--- src/rtl/core/rlcp_pkg.sv ---
package rlcp_pkg;

    // Command characters
    localparam logic [7:0] CHAR_W = 8'h57;
    localparam logic [7:0] CHAR_R = 8'h52;
    localparam logic [7:0] CHAR_G = 8'h47;
    localparam logic [7:0] CHAR_B = 8'h42;
    localparam logic [7:0] CHAR_0 = 8'h30;
    localparam logic [7:0] CHAR_9 = 8'h39;

    // Saturation limit for one level
    localparam logic [9:0] LEVEL_MAX = 10'd255;

    // Digit counts that close a three-digit group
    localparam logic [3:0] GROUP_RED_END   = 4'd3;
    localparam logic [3:0] GROUP_GREEN_END = 4'd6;
    localparam logic [3:0] GROUP_BLUE_END  = 4'd9;

    typedef enum logic [2:0] {
        MODE_IDLE = 3'd0,
        MODE_W    = 3'd1,
        MODE_R    = 3'd2,
        MODE_G    = 3'd3,
        MODE_B    = 3'd4
    } cmd_mode_t;

    // Parser state carried from request to request
    typedef struct packed {
        cmd_mode_t   mode;
        logic [3:0]  count;
        logic [9:0]  acc;
        logic [7:0]  pend_red;
        logic [7:0]  pend_green;
        logic [7:0]  red;
        logic [7:0]  green;
        logic [7:0]  blue;
    } parse_state_t;

endpackage

--- src/rtl/core/rlcp_parse.sv ---
module rlcp_parse
    import rlcp_pkg::*;
(
    input  parse_state_t st,
    input  logic [7:0]   rx_byte,
    output parse_state_t st_next,
    output logic         updated
);

    logic [9:0] acc_sum;
    logic [3:0] count_inc;
    logic [7:0] level;
    logic       is_digit;

    // Accumulate one decimal digit: acc * 10 + digit, acc stays below 100
    assign is_digit  = (rx_byte >= CHAR_0) && (rx_byte <= CHAR_9);
    assign acc_sum   = {st.acc[6:0], 3'b000} + {st.acc[8:0], 1'b0}
                       + {6'd0, rx_byte[3:0]};
    assign count_inc = st.count + 4'd1;
    assign level     = (acc_sum > LEVEL_MAX) ? LEVEL_MAX[7:0] : acc_sum[7:0];

    // Next state
    always_comb begin
        st_next = st;
        updated = 1'b0;
        case (st.mode)
            MODE_W, MODE_R, MODE_G, MODE_B: begin
                if (is_digit) begin
                    st_next.acc   = acc_sum;
                    st_next.count = count_inc;
                    if (count_inc == GROUP_RED_END || count_inc == GROUP_GREEN_END ||
                        count_inc == GROUP_BLUE_END) begin
                        st_next.acc = '0;
                        if (st.mode == MODE_W) begin
                            if (count_inc == GROUP_RED_END) begin
                                st_next.pend_red = level;
                            end else if (count_inc == GROUP_GREEN_END) begin
                                st_next.pend_green = level;
                            end else begin
                                st_next.red   = st.pend_red;
                                st_next.green = st.pend_green;
                                st_next.blue  = level;
                                updated       = 1'b1;
                            end
                        end else begin
                            if (st.mode == MODE_R) begin
                                st_next.red = level;
                            end else if (st.mode == MODE_G) begin
                                st_next.green = level;
                            end else begin
                                st_next.blue = level;
                            end
                            updated = 1'b1;
                        end
                        if (updated) begin
                            st_next.mode  = MODE_IDLE;
                            st_next.count = '0;
                        end
                    end
                end
            end
            default: begin
                // idle: only a command letter starts anything
                st_next.count = '0;
                st_next.acc   = '0;
                case (rx_byte)
                    CHAR_W:  st_next.mode = MODE_W;
                    CHAR_R:  st_next.mode = MODE_R;
                    CHAR_G:  st_next.mode = MODE_G;
                    CHAR_B:  st_next.mode = MODE_B;
                    default: st_next.mode = MODE_IDLE;
                endcase
            end
        endcase
    end

endmodule

--- src/rtl/core/rgb_level_command_parser.sv ---
// Channel  Direction  Handshake          Payload
// s_       in         s_valid / s_ready  s_rx_byte[7:0]
// m_       out        m_valid / m_ready  m_red_level, m_green_level, m_blue_level,
//                                        m_levels_updated
//
// Result is registered: an accepted request passes the input register, then the parse
// step feeding the result register. One request per cycle sustained while m_ready is high.
// aresetn (synchronous, active low) returns the parser to idle with all levels zero.
// A stalled result holds; the input register still takes a request while it is empty,
// or while the result register is free or being drained in the same cycle.
module rgb_level_command_parser
    import rlcp_pkg::*;
(
    input  logic       aclk,
    input  logic       aresetn,
    input  logic       s_valid,
    output logic       s_ready,
    input  logic [7:0] s_rx_byte,
    output logic       m_valid,
    input  logic       m_ready,
    output logic [7:0] m_red_level,
    output logic [7:0] m_green_level,
    output logic [7:0] m_blue_level,
    output logic       m_levels_updated
);

    logic         in_valid_reg;
    logic [7:0]   in_byte_reg;
    parse_state_t state_reg;
    parse_state_t state_next;
    logic         parse_updated;
    logic         out_valid_reg;
    logic [7:0]   out_red_reg;
    logic [7:0]   out_green_reg;
    logic [7:0]   out_blue_reg;
    logic         out_updated_reg;
    logic         out_free;
    logic         advance;

    // Pipeline flow control
    assign out_free = !out_valid_reg || m_ready;
    assign advance  = in_valid_reg && out_free;
    assign s_ready  = !in_valid_reg || advance;

    rlcp_parse u_parse (
        .st      (state_reg),
        .rx_byte (in_byte_reg),
        .st_next (state_next),
        .updated (parse_updated)
    );

    // Input register
    always_ff @(posedge aclk) begin
        if (!aresetn) begin
            in_valid_reg <= 1'b0;
        end else if (s_ready) begin
            in_valid_reg <= s_valid;
        end
        if (s_valid && s_ready) begin
            in_byte_reg <= s_rx_byte;
        end
    end

    // Parser state
    always_ff @(posedge aclk) begin
        if (!aresetn) begin
            state_reg <= '{mode: MODE_IDLE, default: '0};
        end else if (advance) begin
            state_reg <= state_next;
        end
    end

    // Result register
    always_ff @(posedge aclk) begin
        if (!aresetn) begin
            out_valid_reg <= 1'b0;
        end else if (out_free) begin
            out_valid_reg <= in_valid_reg;
        end
        if (advance) begin
            out_red_reg     <= state_next.red;
            out_green_reg   <= state_next.green;
            out_blue_reg    <= state_next.blue;
            out_updated_reg <= parse_updated;
        end
    end

    assign m_valid          = out_valid_reg;
    assign m_red_level      = out_red_reg;
    assign m_green_level    = out_green_reg;
    assign m_blue_level     = out_blue_reg;
    assign m_levels_updated = out_updated_reg;

    // Checks
    a_commit_idles: assert property (@(posedge aclk) disable iff (!aresetn)
        advance && parse_updated |=> state_reg.mode == MODE_IDLE && state_reg.count == 4'd0)
        else $error("parser not idle after commit");

    a_count_range: assert property (@(posedge aclk) disable iff (!aresetn)
        state_reg.count <= 4'd8)
        else $error("digit count out of range");

    a_acc_range: assert property (@(posedge aclk) disable iff (!aresetn)
        state_reg.acc < 10'd100)
        else $error("digit accumulator holds a full group");

    a_advance_shows: assert property (@(posedge aclk) disable iff (!aresetn)
        advance |=> m_valid)
        else $error("parsed request did not reach result register");

endmodule

--- config.mk ---
export PLATFORM = sky130hd
export DESIGN_NAME = rgb_level_command_parser
export DESIGN_NICKNAME = d
export VERILOG_FILES = /design/src/rtl/core/rlcp_pkg.sv /design/src/rtl/core/rlcp_parse.sv /design/src/rtl/core/rgb_level_command_parser.sv
export SDC_FILE = /design/constraint.sdc
export NUM_CORES = 1
export LEC_CHECK = 0
export BUFFER_PORTS_ARGS = -buffer_cell sky130_fd_sc_hd__buf_2
export CORE_UTILIZATION = 50
export CTS_BUF_LIST = sky130_fd_sc_hd__clkbuf_4 sky130_fd_sc_hd__clkbuf_8
export DETAILED_ROUTE_END_ITERATION = 8
export PLACE_DENSITY = 0.69
export RECOVER_POWER = 25
export SLEW_MARGIN = 10
export SYNTH_ARGS = -nofsm -noshare
export SYNTH_HDL_FRONTEND = slang
export SYNTH_SLANG_ARGS = --single-unit
export TNS_END_PERCENT = 1
--- constraint.sdc ---
create_clock -name aclk -period 3.84 [get_ports aclk]
set_input_delay 0.576 -clock aclk [delete_from_list [all_inputs] [get_ports aclk]]
set_output_delay 0.576 -clock aclk [all_outputs]
set_load 0.02 [all_outputs]
==> impl_metrics.env <==
export IMPL_status="finished, violations left"
export IMPL_final_core_util=0.579
export IMPL_hold_class="input pin to register"
export IMPL_grt_max_degree=35
export IMPL_routed_via_count=3815
export IMPL_skew_ns=0.0139
export IMPL_cts_path_max_buffers=2
export IMPL_crit_fanout=8
export IMPL_gr_total_overflow=0
export IMPL_comb_power_share=0.042
export IMPL_syn_inst=467
export IMPL_layout_nets=533
export IMPL_grt_total_usage=0.238
export IMPL_postCtsHoldBufs=0
export IMPL_dp_cells=598
export IMPL_n_antenna_cell=0
export IMPL_yosysUniqueCellTypes=67
export IMPL_syn_to_final_growth_pct=10.4
export IMPL_largest_register_ffs=56
export IMPL_root_buffer="clkbuf_8"
export IMPL_viasPerCell=6.21
export IMPL_synth_seq_cells=91
export IMPL_min_from="s_rx_byte[7]"
export IMPL_synth_edf_count=33
export IMPL_timing_rr_start="in_byte_reg[3]"
export IMPL_arrival_ns=3.47
export IMPL_cts_buffers=9
export IMPL_initial_core_util=0.524
export IMPL_setup_viol=0
export IMPL_powerDensity_mw_per_mm2=343
export IMPL_fin_cells=614
export IMPL_hold_worst_slack_ns=0.381
export IMPL_slew_viol_final=35
export IMPL_slew_headroom=-0.122
export IMPL_internal_power_mw=1.35
export IMPL_syn_nets=499
export IMPL_post_cts_resized=0
export IMPL_start_kind="register"
export IMPL_synth_avg_cell_area_sq_um=9.98
export IMPL_fin_crit_sh=0.879
export IMPL_cts_htree_levels=3
export IMPL_p_leak_nw=1.89
export IMPL_path_class="register to register"
export IMPL_grt_pass1_wl_mm=18.1
export IMPL_core_rowCount=34
export IMPL_vdd_drop_max_mv=0.168
export IMPL_drt_initial_drc_count=244
export IMPL_cp_data_required_time_ns=3.93
export IMPL_io_pins=39
export IMPL_max_freq_mhz=296
export IMPL_crit_start="in_byte_reg[3]"
export IMPL_cts_sinks=91
export IMPL_async_flop_share=0
export IMPL_finalHoldViolCount=0
export IMPL_dpl_hpwl_mm=7.61
export IMPL_min_period_ns=3.38
export IMPL_grt_pass1_vias=3599
export IMPL_switching_power_mw=0.416
export IMPL_yosys_warnings=0
export IMPL_wirelength_mm=10.8
export IMPL_clk_pin_slew_ns=0.10
export IMPL_layout_drive_gt1_share=0.162
export IMPL_postCtsSetupRepairBufs=0
export IMPL_antenna_found_initial=0
export IMPL_end_kind="register"
export IMPL_die_area_sq_mm=0.00971
export IMPL_clkPwrFrac=0.380
export IMPL_seq_area_frac_synth=0.462
export IMPL_drv_cap=1
export IMPL_ant_nets=0
export IMPL_synthFlopType="dfxtp_1"
export IMPL_tightestPinTransition_ns=1.68
export IMPL_tns_ns=0
export IMPL_synth_area_sq_mm=0.00466
export IMPL_netSwitchingFraction=0.236
export IMPL_core_area_sq_mm=0.00889
export IMPL_drc=0
export IMPL_die_y_um=98.6
export IMPL_worst_skew_pair_late_latency_ns=0.36
export IMPL_globalplace_congestion=0.860
export IMPL_cts_tree="built"
export IMPL_die_x_um=98.6
export IMPL_numPortBuffers=38
export IMPL_drtPass1Iterations=5
export IMPL_power_total_mw=1.76
export IMPL_wire_per_inst_um=17.6
export IMPL_rsz0062_at_grt="false"
export IMPL_power_frac_seq=0.579
export IMPL_violations="capacitance limit, slew limit"
## synthesized netlist by cell type, drive strengths merged (5+ instances only)
library cell / number / area [sq um]
o21a: 5 / 37.5
and2: 6 / 37.5
buf: 10 / 48.8
nand3: 14 / 70.1
nor2: 47 / 176
edfxtp: 33 / 991
dfxtp: 58 / 1160
o2111ai: 5 / 43.8
a211oi: 23 / 193
ha: 18 / 225
nand2: 37 / 139
a221oi: 8 / 70.1
a21oi: 31 / 163
o2bb2ai: 12 / 105
clkbuf: 13 / 48.8
nor3: 9 / 71.3
o21ai: 19 / 95.1
nand2b: 6 / 37.5
a22o: 20 / 175
a22oi: 5 / 37.5
inv: 12 / 45.0
## logic make-up after synthesis
logic type | synth area share
mux | 0.0113
flops | 0.462
buf+inv | 0.0314
xor+xnor | 0.00940
simple gates | 0.161
fa+ha+maj | 0.0569
compound gates | 0.268
## area by class of cell
type                    count  area, sq um
fillers                   759         3750
multi-input cells         340         2360
flip-flops and latches     91         2150
repair buffers             46          241
well taps                 108          135
clock buffers              10          131
clock inverters             6         72.6
inverters                  13         48.8
## through the flow
stage | setup WS, ns | area, sq um
after detailed placement | 0.528 | 4950
after global placement | 0.607 | 4950
final | 0.464 | 5140
after floorplan | 0.721 | 4660
after global routing | 0.242 | 5140
after CTS | 0.490 | 5150
## metal layers
| layer | up-vias | wire length, um | global-route usage |
|---|---|---|---|
| met5 | - | 0 | 0 |
| li1 | 1873 | - | - |
| met3 | 15 | 631 | 0.0376 |
| met1 | 1786 | 4960 | 0.311 |
| met2 | 141 | 5030 | 0.401 |
| met4 | 0 | 180 | 0.0838 |
## power groups by stage
stage / Sequential, mW / Combinational, mW / Clock [mW]
2_1_floorplan: 1.06 / 0.0321 / 0
3_3_place_gp: 1.04 / 0.0745 / 0
3_5_place_dp: 1.04 / 0.0752 / 0
4_1_cts: 1.02 / 0.0753 / 0.683
5_1_grt: 1.02 / 0.0799 / 0.720
6_report: 1.02 / 0.0738 / 0.670
## critical path, cell delays in order (launching register included)
cell and delay [ns]:
edfxtp_1 0.38, inv_1 0.07, fa_1 0.53, inv_1 0.07, fa_1 0.45, a211oi_1 0.33, or4_1 0.19, nand3_1 0.27
a21o_1 0.34, o31ai_1 0.34, o2bb2ai_1 0.14
## final timing paths
kind         cells past startpoint  slack, ns              to
max                             10       0.46  m_red_level[0]
min                              1       0.38  in_byte_reg[7]
min reg2reg                      2       0.47    state_reg[7]
max reg2reg                     10       0.46  m_red_level[0]
## cells in the final DEF (no fill, tap or decap), types with 6 or more instances in the layout
cell / n
dfxtp_1: 58
nor2_1: 47
nand2_1: 37
buf_2: 37
edfxtp_1: 33
a21oi_1: 29
a22o_1: 20
a211oi_1: 19
ha_1: 18
nand3_1: 14
o21ai_0: 12
inv_1: 12
o2bb2ai_1: 12
clkbuf_8: 9
a221oi_1: 8
o21ai_1: 7
nand2b_1: 6
buf_4: 6
No activity file was read; power rests on OpenSTA's default activity.
